==> src/rtl/stun_binding_responder_defines.svh <==
// ---------------------------------------------------------------------------
// stun binding responder assertion macros
// concurrent checks, compiled out for synthesis
// ---------------------------------------------------------------------------
`ifndef STUN_BINDING_RESPONDER_DEFINES_SVH
`define STUN_BINDING_RESPONDER_DEFINES_SVH

`ifndef SYNTHESIS
// check that holds outside reset
`define SBR_ASSERT(label, clk, rst, prop, msg) \
  label: assert property (@(posedge clk) disable iff (rst) prop) else $error(msg);
// check that holds at every edge, reset included
`define SBR_ASSERT_ALWAYS(label, clk, prop, msg) \
  label: assert property (@(posedge clk) prop) else $error(msg);
`else
`define SBR_ASSERT(label, clk, rst, prop, msg)
`define SBR_ASSERT_ALWAYS(label, clk, prop, msg)
`endif

`endif

==> src/rtl/sbr_pkg.sv <==
`timescale 1ns / 1ps
// ---------------------------------------------------------------------------
// sbr_pkg
// shared types, constants and the response byte builder
// ---------------------------------------------------------------------------
package sbr_pkg;

  localparam int MaxDatagram = 2048;
  localparam int CountW      = $clog2(MaxDatagram + 1);
  localparam int HdrBytes    = 20;
  localparam int RespBytes   = 32;
  localparam int RespIdxW    = $clog2(RespBytes);
  localparam int TxnBytes    = 12;
  localparam int TxnIdxW     = $clog2(TxnBytes);
  localparam int QDepth      = 2;
  localparam int QPtrW       = $clog2(QDepth);
  localparam int QCountW     = $clog2(QDepth + 1);

  localparam logic [31:0] StunCookie  = 32'h2112A442;
  localparam logic [15:0] TypeBindReq = 16'h0001;
  localparam logic [15:0] TypeBindOk  = 16'h0101;
  localparam logic [15:0] AttrXma     = 16'h0020;

  localparam logic [2:0] REJ_OK      = 3'd0;
  localparam logic [2:0] REJ_SHORT   = 3'd1;
  localparam logic [2:0] REJ_MAGIC   = 3'd2;
  localparam logic [2:0] REJ_TYPE    = 3'd3;
  localparam logic [2:0] REJ_OVERRUN = 3'd4;

  typedef struct packed {
    logic [7:0]  data_byte;
    logic        last_byte;
    logic [31:0] source_ip;
    logic [15:0] source_port;
  } dgram_t;

  typedef struct packed {
    logic [7:0] resp_byte;
    logic       resp_last;
    logic       accepted;
    logic [2:0] reject_code;
  } resp_t;

  // one finished datagram, handed from the parser to the response side
  typedef struct packed {
    logic [2:0]                code;
    logic [31:0]               ip;
    logic [15:0]               port;
    logic [TxnBytes-1:0][7:0]  txn;
  } job_t;

  function automatic logic [7:0] cookie_byte(input logic [1:0] sel);
    logic [7:0] r;
    unique case (sel)
      2'd0: r = StunCookie[31:24];
      2'd1: r = StunCookie[23:16];
      2'd2: r = StunCookie[15:8];
      default: r = StunCookie[7:0];
    endcase
    return r;
  endfunction

  function automatic logic [7:0] resp_byte_at(input logic [RespIdxW-1:0] idx,
                                              input job_t j);
    logic [RespIdxW-1:0] t;
    logic [15:0]         xp;
    logic [31:0]         xa;
    logic [7:0]          r;
    t  = idx - RespIdxW'(8);
    xp = j.port ^ StunCookie[31:16];
    xa = j.ip ^ StunCookie;
    unique case (idx)
      5'd0:  r = TypeBindOk[15:8];
      5'd1:  r = TypeBindOk[7:0];
      5'd2:  r = 8'd0;
      5'd3:  r = 8'(TxnBytes);
      5'd4:  r = StunCookie[31:24];
      5'd5:  r = StunCookie[23:16];
      5'd6:  r = StunCookie[15:8];
      5'd7:  r = StunCookie[7:0];
      5'd20: r = AttrXma[15:8];
      5'd21: r = AttrXma[7:0];
      5'd22: r = 8'd0;
      5'd23: r = 8'd8;
      5'd24: r = 8'd0;
      5'd25: r = 8'd1;
      5'd26: r = xp[15:8];
      5'd27: r = xp[7:0];
      5'd28: r = xa[31:24];
      5'd29: r = xa[23:16];
      5'd30: r = xa[15:8];
      5'd31: r = xa[7:0];
      default: r = j.txn[t[TxnIdxW-1:0]];
    endcase
    return r;
  endfunction

endpackage

==> src/rtl/stun_binding_responder.sv <==
`timescale 1ns / 1ps
// ---------------------------------------------------------------------------
// stun_binding_responder
// answers stun binding requests with a binding success message
// ---------------------------------------------------------------------------
// usage:
//  dgram channel: one datagram byte per item, last_byte marks the closing
//   byte; source_ip and source_port are taken with the closing byte
//  resp channel: a valid binding request gives 32 items (the success message
//   with xor-mapped-address, resp_last on the final one); anything else gives
//   one item with resp_byte zero, accepted low and the reject code
//  throughput: one byte per cycle in, unless a closing byte is stalled; the
//   response side sends one item per cycle while the receiver does not stall
//  when the response side is idle, the closing byte's job is written into a
//   queue slot and then loaded into the output register as the first item
//  a two-job queue sits between the parser and the response side; the
//   parser stalls a closing byte only while that queue is full, middle
//   bytes are never stalled
//  receiver stall holds the output register and backs up into the queue
//  reset clears the parser, the queue and the output; no clearing pass
// ---------------------------------------------------------------------------
module stun_binding_responder import sbr_pkg::*; (
  input  logic   clk,
  input  logic   rst,
  input  logic   dgram_valid,
  output logic   dgram_stall,
  input  dgram_t dgram,
  output logic   resp_valid,
  input  logic   resp_stall,
  output resp_t  resp
);

  logic push, q_full, head_valid, pop;
  job_t push_job, head_job;

  sbr_front u_front (
    .clk         (clk),
    .rst         (rst),
    .dgram_valid (dgram_valid),
    .dgram_stall (dgram_stall),
    .dgram       (dgram),
    .q_full      (q_full),
    .push        (push),
    .push_job    (push_job)
  );

  sbr_queue u_queue (
    .clk        (clk),
    .rst        (rst),
    .push       (push),
    .push_job   (push_job),
    .full       (q_full),
    .head_valid (head_valid),
    .head_job   (head_job),
    .pop        (pop)
  );

  sbr_back u_back (
    .clk        (clk),
    .rst        (rst),
    .head_valid (head_valid),
    .head_job   (head_job),
    .pop        (pop),
    .resp_valid (resp_valid),
    .resp_stall (resp_stall),
    .resp       (resp)
  );

endmodule

==> src/rtl/sbr_front.sv <==
`timescale 1ns / 1ps
// ---------------------------------------------------------------------------
// sbr_front
// header parser: takes datagram bytes, checks the header, queues a job
// ---------------------------------------------------------------------------
module sbr_front import sbr_pkg::*; (
  input  logic   clk,
  input  logic   rst,
  input  logic   dgram_valid,
  output logic   dgram_stall,
  input  dgram_t dgram,
  input  logic   q_full,
  output logic   push,
  output job_t   push_job
);

  logic [CountW-1:0]       byte_count, byte_count_next;
  logic [15:0]             msg_type, msg_type_next;
  logic [15:0]             msg_length, msg_length_next;
  logic                    magic_ok, magic_ok_next;
  logic [TxnBytes-1:0][7:0] txn_id_store, txn_cur;
  logic                    take, accept;
  logic [CountW-1:0]       txn_off;
  logic [2:0]              code;

  // only a closing byte needs room in the queue
  assign dgram_stall = dgram.last_byte && q_full;
  assign accept      = dgram_valid && !dgram_stall;
  assign take        = byte_count < CountW'(MaxDatagram);
  assign txn_off     = byte_count - CountW'(8);

  always_comb begin
    byte_count_next = byte_count;
    msg_type_next   = msg_type;
    msg_length_next = msg_length;
    magic_ok_next   = magic_ok;
    txn_cur         = txn_id_store;
    if (take) begin
      byte_count_next = byte_count + CountW'(1);
      if (byte_count < CountW'(2)) begin
        msg_type_next = {msg_type[7:0], dgram.data_byte};
      end else if (byte_count < CountW'(4)) begin
        msg_length_next = {msg_length[7:0], dgram.data_byte};
      end else if (byte_count < CountW'(8)) begin
        if (dgram.data_byte != cookie_byte(byte_count[1:0])) begin
          magic_ok_next = 1'b0;
        end
      end else if (byte_count < CountW'(HdrBytes)) begin
        txn_cur[txn_off[TxnIdxW-1:0]] = dgram.data_byte;
      end
    end
  end

  always_comb begin
    priority if (byte_count_next < CountW'(HdrBytes)) begin
      code = REJ_SHORT;
    end else if (!magic_ok_next) begin
      code = REJ_MAGIC;
    end else if (msg_type_next != TypeBindReq) begin
      code = REJ_TYPE;
    end else if ((17'(HdrBytes) + {1'b0, msg_length_next}) > 17'(byte_count_next)) begin
      code = REJ_OVERRUN;
    end else begin
      code = REJ_OK;
    end
  end

  assign push          = accept && dgram.last_byte;
  assign push_job.code = code;
  assign push_job.ip   = dgram.source_ip;
  assign push_job.port = dgram.source_port;
  assign push_job.txn  = txn_cur;

  always_ff @(posedge clk) begin
    if (rst) begin
      byte_count <= '0;
      msg_type   <= '0;
      msg_length <= '0;
      magic_ok   <= 1'b1;
    end else if (accept) begin
      if (dgram.last_byte) begin
        byte_count <= '0;
        msg_type   <= '0;
        msg_length <= '0;
        magic_ok   <= 1'b1;
      end else begin
        byte_count <= byte_count_next;
        msg_type   <= msg_type_next;
        msg_length <= msg_length_next;
        magic_ok   <= magic_ok_next;
      end
    end
  end

  // transaction id bytes, no reset
  always_ff @(posedge clk) begin
    if (accept) begin
      txn_id_store <= txn_cur;
    end
  end

endmodule

==> src/rtl/sbr_queue.sv <==
`timescale 1ns / 1ps
// ---------------------------------------------------------------------------
// sbr_queue
// short job queue between the parser and the response side
// ---------------------------------------------------------------------------
`include "stun_binding_responder_defines.svh"
module sbr_queue import sbr_pkg::*; (
  input  logic clk,
  input  logic rst,
  input  logic push,
  input  job_t push_job,
  output logic full,
  output logic head_valid,
  output job_t head_job,
  input  logic pop
);

  job_t              slots [QDepth];
  logic [QPtrW-1:0]  wr_ptr, rd_ptr;
  logic [QCountW-1:0] count;

  assign full       = count == QCountW'(QDepth);
  assign head_valid = count != '0;
  assign head_job   = slots[rd_ptr];

  always_ff @(posedge clk) begin
    if (rst) begin
      wr_ptr <= '0;
      rd_ptr <= '0;
      count  <= '0;
    end else begin
      if (push) begin
        wr_ptr <= wr_ptr + QPtrW'(1);
      end
      if (pop) begin
        rd_ptr <= rd_ptr + QPtrW'(1);
      end
      unique case ({push, pop})
        2'b10:   count <= count + QCountW'(1);
        2'b01:   count <= count - QCountW'(1);
        default: count <= count;
      endcase
    end
  end

  always_ff @(posedge clk) begin
    if (push) begin
      slots[wr_ptr] <= push_job;
    end
  end

  `SBR_ASSERT(a_no_overflow, clk, rst, push |-> !full, "job pushed into a full queue")
  `SBR_ASSERT(a_no_underflow, clk, rst, pop |-> head_valid, "job popped from an empty queue")
  `SBR_ASSERT(a_count_bound, clk, rst, count <= QCountW'(QDepth), "queue count out of range")

endmodule

==> src/rtl/sbr_back.sv <==
`timescale 1ns / 1ps
// ---------------------------------------------------------------------------
// sbr_back
// response builder: turns one job into a binding success or a reject item
// ---------------------------------------------------------------------------
`include "stun_binding_responder_defines.svh"
module sbr_back import sbr_pkg::*; (
  input  logic  clk,
  input  logic  rst,
  input  logic  head_valid,
  input  job_t  head_job,
  output logic  pop,
  output logic  resp_valid,
  input  logic  resp_stall,
  output resp_t resp
);

  logic [RespIdxW-1:0] idx;
  logic                load, is_reject, at_end;
  resp_t               item;

  assign load      = head_valid && (!resp_valid || !resp_stall);
  assign is_reject = head_job.code != REJ_OK;
  assign at_end    = idx == RespIdxW'(RespBytes - 1);
  assign pop       = load && (is_reject || at_end);

  always_comb begin
    if (is_reject) begin
      item.resp_byte   = 8'd0;
      item.resp_last   = 1'b1;
      item.accepted    = 1'b0;
      item.reject_code = head_job.code;
    end else begin
      item.resp_byte   = resp_byte_at(idx, head_job);
      item.resp_last   = at_end;
      item.accepted    = 1'b1;
      item.reject_code = REJ_OK;
    end
  end

  always_ff @(posedge clk) begin
    if (rst) begin
      resp_valid <= 1'b0;
      idx        <= '0;
    end else if (load) begin
      resp_valid <= 1'b1;
      idx        <= pop ? '0 : idx + RespIdxW'(1);
    end else if (!resp_stall) begin
      resp_valid <= 1'b0;
    end
  end

  always_ff @(posedge clk) begin
    if (load) begin
      resp <= item;
    end
  end

  `SBR_ASSERT(a_reject_shape, clk, rst,
    resp_valid && !resp.accepted |-> resp.resp_last && resp.reject_code != REJ_OK,
    "reject item without last flag or code")
  `SBR_ASSERT(a_accept_code, clk, rst,
    resp_valid && resp.accepted |-> resp.reject_code == REJ_OK,
    "success item carries a reject code")
  `SBR_ASSERT(a_idx_mid_job, clk, rst,
    idx != '0 |-> head_valid && head_job.code == REJ_OK,
    "response index moved without a pending success job")

endmodule

==> config.mk <==
export PLATFORM = sky130hd
export DESIGN_NAME = stun_binding_responder
export DESIGN_NICKNAME = d
export VERILOG_FILES = /design/src/rtl/sbr_pkg.sv /design/src/rtl/stun_binding_responder.sv /design/src/rtl/sbr_front.sv /design/src/rtl/sbr_queue.sv /design/src/rtl/sbr_back.sv
export VERILOG_INCLUDE_DIRS = /design/src /design/src/rtl
export SDC_FILE = /design/constraint.sdc
export NUM_CORES = 1
export LEC_CHECK = 0
export BUFFER_PORTS_ARGS = -buffer_cell sky130_fd_sc_hd__buf_2
export CAP_MARGIN = 20
export CORE_AREA = 2 2 170 239
export CTS_CLUSTER_DIAMETER = 200
export DETAILED_ROUTE_END_ITERATION = 8
export DIE_AREA = 0 0 172 241
export MAX_ROUTING_LAYER = met4
export PLACE_DENSITY = 0.66
export SYNTH_ARGS = -nofsm -noshare
export SYNTH_HDL_FRONTEND = slang
export SYNTH_SLANG_ARGS = --single-unit
==> constraint.sdc <==
create_clock -name clk -period 15.45 [get_ports clk]
set_input_delay 2.3175 -clock clk [delete_from_list [all_inputs] [get_ports clk]]
set_output_delay 2.3175 -clock clk [all_outputs]
set_load 0.005 [all_outputs]
==> summary.txt, run 1 <==
Yosys
  – Post-synthesis cell type count: between 60 and 70
  – Most used DFF post-synth: edfxtp_1
  – Top-area cell type share of the netlist area: 62.4%
  – Synth Register Bits: 459
  – Cell taking the most area after synthesis: edfxtp_1
  – Mean Syn Cell Area: between 15 and 20 um2
  – Seq/Total Area, Yosys: 68.1%
  – Most frequent cell after synthesis: edfxtp_1
  – Main area contributors after synthesis: edfxtp_1 (62%), mux4_2 (6.5%), mux2_2 (6.4%), dfxtp_1 (5.8%), a22oi_1 (1.7%)
  – Syn_nets: 1311
  – Synth warnings: 0
  – Post-Syn Instances: 1228
  – Mapped cell area: 19400 um2
  – Async set or reset register ratio after synthesis: 0%
  – Synth cell count leaders: edfxtp_1 (403), mux2_2 (110), nor2_1 (88)
  – Post-synth EDFFs: around 400

Timing
  – # setup viols final: 0
  – Pins Over Slew Limit: 0
  – Relative slew slack: 28.9%
  – Hold Violations, Final: 0
  – Total negative slack: 0 ns
  – Tcrit/Tclk final: roughly 38%
  – RSZ-0062 raised after global routing: false
  – Min Tclk post-route: 5.85 ns
  – Worst Tran Pin Value: 1.06 ns
  – Fmax: about 0.17 GHz
  – Clk_skew: 0.0176 ns

Floorplan
  – Core Box Area: 39200 um2
  – Io pins: 76
  – Site Rows: 86
  – Die width: approximately 170 um
  – Initial core utilization: between 40 and 50%
  – Die Height: 241 um
  – Die area: 41500 um2

Route
  – Total wire length: about 43000 um
  – Vias per inst: 5.96
  – WL per Instance: 23.5 um
  – Remaining DRCs: 0
  – Detailed-route via count: between 10000 and 15000
  – Routed Antenna Nets: 0
  – Drt pass-1 iters: 5
  – Initial DRC count: a little under 900

Worst setup path
  – Crit Path Max Fanout: 18
  – Required time worst endpoint: 15.69 ns
  – Cell chain of the critical path: buf_2 > and3b_1 > nand4_1 > nand2_1 > ha_1 > nor2_1 > mux2_2 > nor4b_1 > xnor2_1 > mux2i_1 > ha_1 > a2111oi_0 > o21ai_0 > a21oi_1 > o311ai_0 > o211ai_1 > a311oi_1
  – Largest delay share family, worst path: compound AO/OA/AOI/OAI gates
  – Slowest CP cell: a2111oi_0
  – Buf/Inv on CP: 1
  – Slowest cell delay on critical path: around 0.41 ns
  – Most common cell on crit path: ha_1
  – Worst EP arrival: between 6 and 7 ns
  – CP startpoint kind: input port
  – Worst Setup End Kind: flip-flop
  – CP Class: in -> reg

Clocking
  – # Post-CTS Setup Buffers: 0
  – # clock sinks: 459
  – Post-cts gate resize count: 0
  – Clock Path Buffers: 3
  – Clk slew on worst S/H paths: 0.06 ns
  – CTS root buf: clkbuf_16
  – CTS HTree Levels: 2
  – TritonCTS clock tree: yes
  – Worst skew pair latency: 0.54 ns
  – Hold buffers post-CTS: 0
  – Num CTS Buffers: 43

Finish
  – Filler cell count in the final layout: roughly 3200
  – Multi-input logic area: 5830 um2
  – ANT cells: 0
  – Synth-to-Final Area Change: 11.1%
  – Final-stage net count: 1371
  – Share of cells above drive strength 1: about a quarter
  – Register Area: 13200 um2

GRT
  – Tot GR Track Use: a little over a fifth
  – Total grt overflow: 0
  – Initial antenna violation count: 0
  – Pin count of the biggest net entering global routing: 77
  – Global-route wire length before repair: 65500 um
  – Vias in the first global route: about 11000

Flow run
  – Max Cap Viol: 0

Pwr
  – Leakage: 0.00714 uW
  – Max IR drop VDD: 0.000109 V
  – Pwr Density: 135 nW/um2
  – Total chip power: around 2900 uW

Run status
  – Status: completed

Placed design
  – GPL Wtd Cong: 0.879
  – HPWL Detailed: approximately 27000 um
  – Port Buf Inserts: 75

Min path
  – HP Class: reg -> reg
==> per-stage QoR <==
| stage | instances | utilization (%) | setup WS, ns | hold slack [ns] | cell area [um2] |
|---|---|---|---|---|---|
| floorplan | 1228 | - | 3.58 | 0.459 | 19400 |
| global placement | 1770 | 51.7 | 9.17 | 0.472 | 20300 |
| detailed placement | 1771 | 51.7 | 9.07 | 0.485 | 20300 |
| CTS | 1845 | 55.1 | 9.64 | 0.500 | 21600 |
| global route | 1845 | 55.1 | 9.12 | 0.544 | 21600 |
| finish | 1845 | 55.1 | 9.60 | 0.503 | 21600 |
==> flip-flops by register name (all words and copies together), names as in the netlist, named ones only <==
signal and count:
u_front.magic_ok 1, u_back.idx 5, u_back.resp 13, u_front.msg_length 16, u_front.byte_count 12, u_front.msg_type 16, u_queue.count 2, u_back.resp_valid 1
u_queue.wr_ptr 1, u_queue.slots 294, u_front.txn_id_store 96, u_queue.rd_ptr 1
==> where the power goes <==
group | leakage [uW] | switching, uW | internal (uW)
Clock | 0.000628 | 437 | 561
Combinational | 0.00230 | 212 | 145
Sequential | 0.00421 | 40.6 | 1510
Total | 0.00714 | 690 | 2210
==> layer usage <==
metal	vias up	global-route usage [%]	part of all wire [%]
met2	357	37.7	51
met5	-	-	0
met4	0	7.79	3.3
met3	92	3.20	5.4
met1	5596	25.9	40
li1	4949	-	-
==> tightest hold or removal path: cells and delay by family, from the launching register on <==
kind | cells | cell delay, ns
AO/OA/AOI/OAI | 1 | 0.07
flip-flops | 1 | 0.33
AND/OR/NAND/NOR | 1 | 0.07
==> area by class of cell <==
class                           instances  share of cell area (%)
Tap cell                              528                    3.06
Clock inverter                         15                   0.609
Sequential cell                       459                    61.3
Timing Repair Buffer                   89                    2.23
Inverter                               18                   0.325
Clock buffer                           59                    5.41
Multi-Input combinational cell        677                    27.0
==> cells by family after synthesis <==
group / count (synthesis) / synth area share, %
adders and majority gates: 22 / 1.42
buffers and inverters: 92 / 1.88
muxes: 195 / 14.4
xor gates and xnor gates: 32 / 1.44
DFF: 459 / 68.1
and+or+nand+nor: 269 / 7.17
AOI/OAI and AO/OA: 159 / 5.55
==> worst paths after layout <==
path | start | endpoint | slack, ns | depth (start not counted)
setup reg to reg | u_front.byte_count[8] | u_queue.slots[0][146] | 10.38 | 16
setup / recovery | dgram[51] | u_queue.slots[0][146] | 9.60 | 17
hold / removal | u_front.msg_type[13] | u_front.msg_type[13] | 0.50 | 2
hold reg to reg | u_front.msg_type[13] | u_front.msg_type[13] | 0.50 | 2
==> placed cells by master, fill, tap and decap left out, drive strengths merged, types with 18 or more instances in the layout <==
cell,count
clkbuf,59
a21oi,33
xnor2,21
ha,22
nand2,67
o21ai,24
mux2i,28
inv,18
nand3,18
a22oi,45
nor2,89
mux4,56
buf,89
mux2,111
edfxtp,403
dfxtp,56
Note: power is estimated with default switching activity, not from simulation.
==> run 2: changes to the inputs <==
PLACE_DENSITY = 0.69   (was 0.66)
clock period = 4.8 ns   (was 15.45 ns; I/O delays follow)
==> run 2 against run 1 <==
  * Sequential share of layout area decreased by 0.53 points
  * Utilization increased by 0.48 points
  * Clock skew decreased by 0.0011 ns
  * Hold slack got worse by 0.15 ns
  * Critical path depth decreased by 1
  * Critical path type is now reg -> reg
  * Largest cell class unchanged
==> summary.txt, run 2 (synthesis results as in run 1) <==
Route
  – Initial DRC count: 916 (+3.2%)
  – Remaining DRCs: 0 (unchanged)
  – Detailed-route via count: 11096 (+0.93%)
  – Total wire length: 43500 um (+0.40%)
  – Drt pass-1 iters: 5 (unchanged)
  – WL per Instance: 23.4 um (-0.25%)
  – Vias per inst: 5.98 (+0.28%)
  – Routed Antenna Nets: 0 (unchanged)

GRT
  – Global-route wire length before repair: 65700 um (+0.35%)
  – Vias in the first global route: 11229 (+0.29%)
  – Initial antenna violation count: 0 (unchanged)
  – Tot GR Track Use: 21.9% (+0.19 points)
  – Pin count of the biggest net entering global routing: 115 (+49%)
  – Total grt overflow: 0 (unchanged)

Timing
  – RSZ-0062 raised after global routing: false
  – Pins Over Slew Limit: 0 (unchanged)
  – Clk_skew: 0.0165 ns (-0.00110 ns)
  – WHS: 0.357 ns (-0.147 ns)
  – Relative slew slack: 29.4% (+0.52 points)
  – Hold Violations, Final: 0 (unchanged)
  – Min Tclk post-route: 4.44 ns
  – Tcrit/Tclk final: 92.5%
  – # setup viols final: 0 (unchanged)
  – Fmax: 0.225 GHz
  – Final setup margin: 0.361 ns (-9.24 ns)
  – Worst Tran Pin Value: 1.05 ns (-0.00769 ns)

Finish
  – Leading registers by flop count: u_queue.slots (294), u_front.txn_id_store (96)
  – Final-stage net count: 1380 (+0.66%)
  – Share of cells above drive strength 1: 25.7% (+0.60 points)
  – Max reg flops: 294 (unchanged)
  – Fin util: 55.5% (+0.48 points)
  – Commonest non-fill, non-tap cell in the layout: edfxtp_1
  – ANT cells: 0 (unchanged)
  – Top reg by flops: u_queue.slots
  – Layout Cells excl Fill: 1857 (+0.65%)
  – Synth-to-Final Area Change: 12.1%
  – Commonest non-fill, non-tap cells in the layout: edfxtp_1 (403), mux2_2 (110), nor2_1 (87)

Placed design
  – Port Buf Inserts: 75 (unchanged)
  – Placed Cells: 1779 (+0.45%)
  – GPL Wtd Cong: 0.891 (+1.3%)
  – HPWL Detailed: 27600 um (+1.7%)
  – Worst slack at placement: 0.282 ns (-8.79 ns)

Clocking
  – # clock sinks: 459 (unchanged)
  – Clock Path Buffers: 3 (unchanged)
  – Worst skew pair latency: 0.56 ns (+0.02 ns)
  – CTS HTree Levels: 2 (unchanged)
  – # Post-CTS Setup Buffers: 0 (unchanged)
  – Num CTS Buffers: 43 (unchanged)
  – TritonCTS clock tree: yes
  – CTS root buf: clkbuf_16
  – Clk slew on worst S/H paths: 0.07 ns (about the same)
  – Hold buffers post-CTS: 0 (unchanged)

Worst setup path
  – Worst EP arrival: 4.70 ns (-1.39 ns)
  – Worst Setup End Kind: flip-flop
  – Required time worst endpoint: 5.06 ns (-10.63 ns)
  – Largest delay share family, worst path: simple AND/OR/NAND/NOR gates
  – Crit Path Max Fanout: 6 (-12)
  – Most common cell on crit path: ha_1
  – Slowest CP cell: nor4_4
  – Cell chain of the critical path: nor4_4 > nand4_1 > nand2_1 > ha_1 > nor2_1 > mux2_2 > nor4b_1 > xnor2_1 > mux2i_1 > ha_1 > a2111oi_1 > o21ai_0 > a21oi_1 > o311ai_0 > o211ai_1 > a311oi_1
  – Slowest cell delay on critical path: 0.44 ns (+0.03 ns)
  – CP startpoint kind: flip-flop
  – Buf/Inv on CP: 0 (-1)
  – CP Class: reg -> reg

Pwr
  – Total chip power: 9430 uW (+220%)
  – Pwr Density: 434 nW/um2 (+220%)
  – Leakage: 0.00723 uW (+1.4%)
  – Max IR drop VDD: 0.000280 V (+160%)

Flow run
  – Max Cap Viol: 0 (unchanged)

Floorplan
  – Core Box Area: 39200 um2 (unchanged)
  – Initial core utilization: 49.5% (unchanged)
  – Die area: 41500 um2 (unchanged)
  – Die Height: 241 um (unchanged)
  – Die width: 172 um (unchanged)
  – Io pins: 76 (unchanged)
  – Site Rows: 86 (unchanged)

Run status
  – Status: completed

Min path
  – HP Class: in -> reg
[run 2: cell types whose count changed in the layout (fill, tap and decap cells not counted), sizes merged]
cell    change
inv         -2
buf         +9
clkbuf      -7
bufinv      +1
clkinv     +11
[run 2: what timing repair did]
action                                  4_1_cts  5_1_grt
resized for setup                             0        2
hold endpoints to repair                      0        0
endpoints found under the setup margin        0        2
[run 2: layer usage]
| layer | part of all wire [%] | global-route usage (%) | vias to the layer above |
|---|---|---|---|
| met5 | 0 | - | - |
| met4 | 3.8 | 8.79 | 0 |
| met3 | 5.4 | 3.44 | 89 |
| met2 | 51 | 37.0 | 358 |
| met1 | 40 | 26.5 | 5671 |
| li1 | - | - | 4978 |
[run 2: metrics by stage]
stage,cell area [um2],TNS (ns)
floorplan,19400,-35.64
global placement,20400,0
detailed placement,20400,0
CTS,21700,0
global route,21700,0
finish,21700,0
[run 2: final timing paths]
path | startpoint | to | slack, ns | depth (start not counted)
max | u_front.byte_count[8] | u_queue.slots[0][146] | 0.36 | 16
min | dgram[11] | u_queue.slots[0][107] | 0.36 | 1
max reg2reg | u_front.byte_count[8] | u_queue.slots[0][146] | 0.36 | 16
min reg2reg | u_back.resp_valid | u_back.resp_valid | 0.50 | 2
[run 2: layout make-up]
class                      count  area (um2)
clock inverter                25         185
multi-input combinational    677        5850
inverter                      18        71.3
timing repair buffer          98         598
clock buffer                  52        1150
fill                        3150       17400
tap                          528         661
sequential                   459       13200
[run 2: power by group]
group          switching [uW]  internal, uW
clock network            1410          1860
registers                 133          4850
logic                     691           485
==> run 3: changes to the inputs <==
CORE_AREA = 2 2 176 248   (was 2 2 170 239)
DIE_AREA = 0 0 178 250   (was 0 0 172 241)
SYNTH_HIERARCHICAL = 1   (was default)
==> run 3 against run 2 <==
  * Via count is 6.0% higher
  * Maximum frequency shrank 2.9%
  * Synthesized cell count grew 16%
  * Die area rose by 7.4%
  * Sequential cell count did not move
  * Design area up 5.3%
==> summary.txt, run 3 <==
Run status
  – Status: completed

Yosys
  – Synth Register Bits: 459 (unchanged)
  – Post-synthesis cell type count: 82 (+22%)
  – Mean Syn Cell Area: 14.7 um2 (-6.9%)
  – Most frequent cell after synthesis: edfxtp_1
  – Syn_nets: 1509 (+15%)
  – Synth cell count leaders: edfxtp_1 (403), mux2_2 (251), nor2_1 (83)
  – Main area contributors after synthesis: edfxtp_1 (58%), mux2_2 (13%), dfxtp_1 (5.4%), buf_4 (2.4%), mux4_2 (1.7%)
  – Seq/Total Area, Yosys: 63.1% (-5.0 points)
  – Most used DFF post-synth: edfxtp_1
  – Mapped cell area: 20900 um2 (+7.9%)
  – Async set or reset register ratio after synthesis: 0% (unchanged)
  – Synth warnings: 6 (+6)
  – Top-area cell type share of the netlist area: 57.8% (-4.6 points)
  – Post-synth EDFFs: 403 (unchanged)
  – Cell taking the most area after synthesis: edfxtp_1
  – Post-Syn Instances: 1424 (+16%)

Timing
  – # setup viols final: 0 (unchanged)
  – Tcrit/Tclk final: 95.3% (+2.8 points)
  – Min Tclk post-route: 4.57 ns (+0.134 ns)
  – Final setup margin: 0.228 ns (-0.134 ns)
  – Total negative slack: 0 ns (unchanged)
  – Worst Tran Pin Value: 1.02 ns (-0.0352 ns)
  – Relative slew slack: 32.1% (+2.7 points)
  – Pins Over Slew Limit: 0 (unchanged)
  – Hold Violations, Final: 0 (unchanged)
  – RSZ-0062 raised after global routing: false
  – Fmax: 0.219 GHz (-2.9%)
  – Clk_skew: 0.0212 ns (+0.00467 ns)

Placed design
  – Port Buf Inserts: 75 (unchanged)
  – Placed Cells: 1940 (+9.1%)
  – Post-DP Area: 21400 um2 (+5.2%)
  – GPL Wtd Cong: 0.883 (-0.91%)
  – HPWL Detailed: 28100 um (+1.7%)
  – Worst slack at placement: -0.0861 ns (-0.368 ns)

GRT
  – Pin count of the biggest net entering global routing: 144 (+25%)
  – Global-route wire length before repair: 68600 um (+4.4%)
  – Total grt overflow: 0 (unchanged)
  – Tot GR Track Use: 20.7% (-1.2 points)
  – Initial antenna violation count: 0 (unchanged)
  – Vias in the first global route: 11999 (+6.9%)

Finish
  – Synth-to-Final Area Change: 9.37%
  – Max reg flops: 294 (unchanged)
  – Final-stage net count: 1521 (+10%)
  – ANT cells: 0 (unchanged)
  – Layout Cells excl Fill: 2023 (+8.9%)
  – Leading registers by flop count: u_queue/slots (294), u_front/txn_id_store (96)
  – Share of cells above drive strength 1: 32.4% (+6.7 points)
  – Top reg by flops: u_queue/slots
  – Commonest non-fill, non-tap cells in the layout: edfxtp_1 (403), mux2_2 (251), nor2_1 (82)
  – Commonest non-fill, non-tap cell in the layout: edfxtp_1
  – Finished Cell Area: 22900 um2 (+5.3%)

Min path
  – Worst hold stages: 1 (unchanged)
  – HP Class: in -> reg

Pwr
  – Pwr Density: 442 nW/um2 (+2.0%)
  – Max IR drop VDD: 0.000274 V (-2.3%)
  – Leakage: 0.00767 uW (+6.1%)

Floorplan
  – Die area: 44500 um2 (+7.4%)
  – Core Box Area: 42500 um2 (+8.4%)
  – Initial core utilization: 49.3% (-0.21 points)
  – Io pins: 76 (unchanged)
  – Die width: 178 um (+3.5%)
  – Die Height: 250 um (+3.7%)
  – Site Rows: 90 (+4.7%)

Clocking
  – TritonCTS clock tree: yes
  – # clock sinks: 459 (unchanged)
  – Worst skew pair latency: 0.55 ns (about the same)
  – Clk slew on worst S/H paths: 0.06 ns (about the same)
  – CTS root buf: clkbuf_16
  – CTS HTree Levels: 2 (unchanged)
  – Clock Path Buffers: 3 (unchanged)
  – Hold buffers post-CTS: 0 (unchanged)
  – Num CTS Buffers: 45 (+4.7%)

Route
  – Initial DRC count: 875 (-4.5%)
  – Drt pass-1 iters: 6 (+1)
  – Total wire length: 44900 um (+3.1%)
  – WL per Instance: 22.2 um (-5.3%)
  – Routed Antenna Nets: 0 (unchanged)
  – Vias per inst: 5.81 (-2.7%)
  – Detailed-route via count: 11763 (+6.0%)
  – Remaining DRCs: 0 (unchanged)

Worst setup path
  – Required time worst endpoint: 5.14 ns (+0.08 ns)
  – Worst Setup End Kind: flip-flop
  – CP startpoint kind: flip-flop
  – FF-to-FF path depth: 15 (-1)
  – Crit Path Max Fanout: 7 (+1)
  – Worst EP arrival: 4.91 ns (+0.21 ns)
  – CP Class: reg -> reg

Flow run
  – Max Cap Viol: 0 (unchanged)
[run 3: cell types whose count changed after synthesis, moves of 10 or more]
| cell | before | now |
|---|---|---|
| mux2_2 | 110 | 251 |
| buf_4 | 1 | 66 |
| mux4_2 | 56 | 16 |
| a21oi_1 | 33 | 52 |
| nor2b_1 | 5 | 19 |
| nand2_1 | 63 | 51 |
| o21ai_0 | 22 | 11 |
| clkbuf_1 | 56 | 46 |
[run 3: per-layer routing]
metal  wire length [um]  global-route usage, %  vias up
li1                   -                      -     5418
met1              18200                   25.3     5944
met2              23200                   35.5      323
met3               2230                   2.77       78
met4               1220                   6.46        0
met5                  0                      -        -
[run 3: kinds of logic after synthesis]
logic type | count (synthesis) | share of synthesized area, %
mux | 291 | 16.4
buf+inv | 157 | 4.36
flops | 459 | 63.1
fa+ha+maj | 24 | 1.43
xor+xnor | 37 | 1.55
simple gates | 283 | 7.16
compound gates | 173 | 5.97
[run 3: area by class of cell]
cell class / instances / area [um2]
clock buffer: 64 / 1290
tap: 552 / 691
multi-input combinational: 808 / 6860
clock inverter: 18 / 126
sequential: 459 / 13200
inverter: 16 / 62.6
timing repair buffer: 106 / 646
fill: 3428 / 19500
[run 3: where the power goes]
| group | switching, uW | internal [uW] | leakage, uW |
|---|---|---|---|
| Clock | 1440 | 1930 | 0.000687 |
| Combinational | 953 | 796 | 0.00278 |
| Sequential | 157 | 4850 | 0.00420 |
[run 3: final timing paths]
| kind | start | to | slack, ns |
|---|---|---|---|
| worst min-delay path | dgram[40] | u_queue/slots[1][136] | 0.36 |
| worst min register to register | u_front/msg_type[14] | u_front/msg_type[14] | 0.50 |
| worst max-delay path | u_front/byte_count[5] | u_queue/slots[1][146] | 0.23 |
| worst max register to register | u_front/byte_count[5] | u_queue/slots[1][146] | 0.23 |
[run 3: critical path, cell delays in order (launching register included)]
cell and delay, ns:
dfxtp_1 0.32, or4_4 0.58, o41a_1 0.44, or2_2 0.33, ha_1 0.24, a41oi_2 0.20, nand2_2 0.15, nand4_1 0.18
xnor2_1 0.08, mux2_2 0.28, ha_1 0.30, nand2_1 0.09, nor4_2 0.32, o311ai_0 0.20, a221o_1 0.36, a311oi_2 0.30
[run 3: what timing repair did]
| item | 4_1_cts | 5_1_grt |
|---|---|---|
| setup buffers | 0 | 0 |
| endpoints found under the setup margin | 2 | 2 |
| resized for setup | 1 | 5 |
[run 3: metrics by stage]
stage	power (uW)	hold slack (ns)	util [%]
after floorplan	6410	0.456	-
after global placement	6810	0.475	50.5
after detailed placement	6850	0.494	50.5
after CTS	10200	0.332	53.9
after global routing	10500	0.338	54.0
final	10100	0.356	54.0
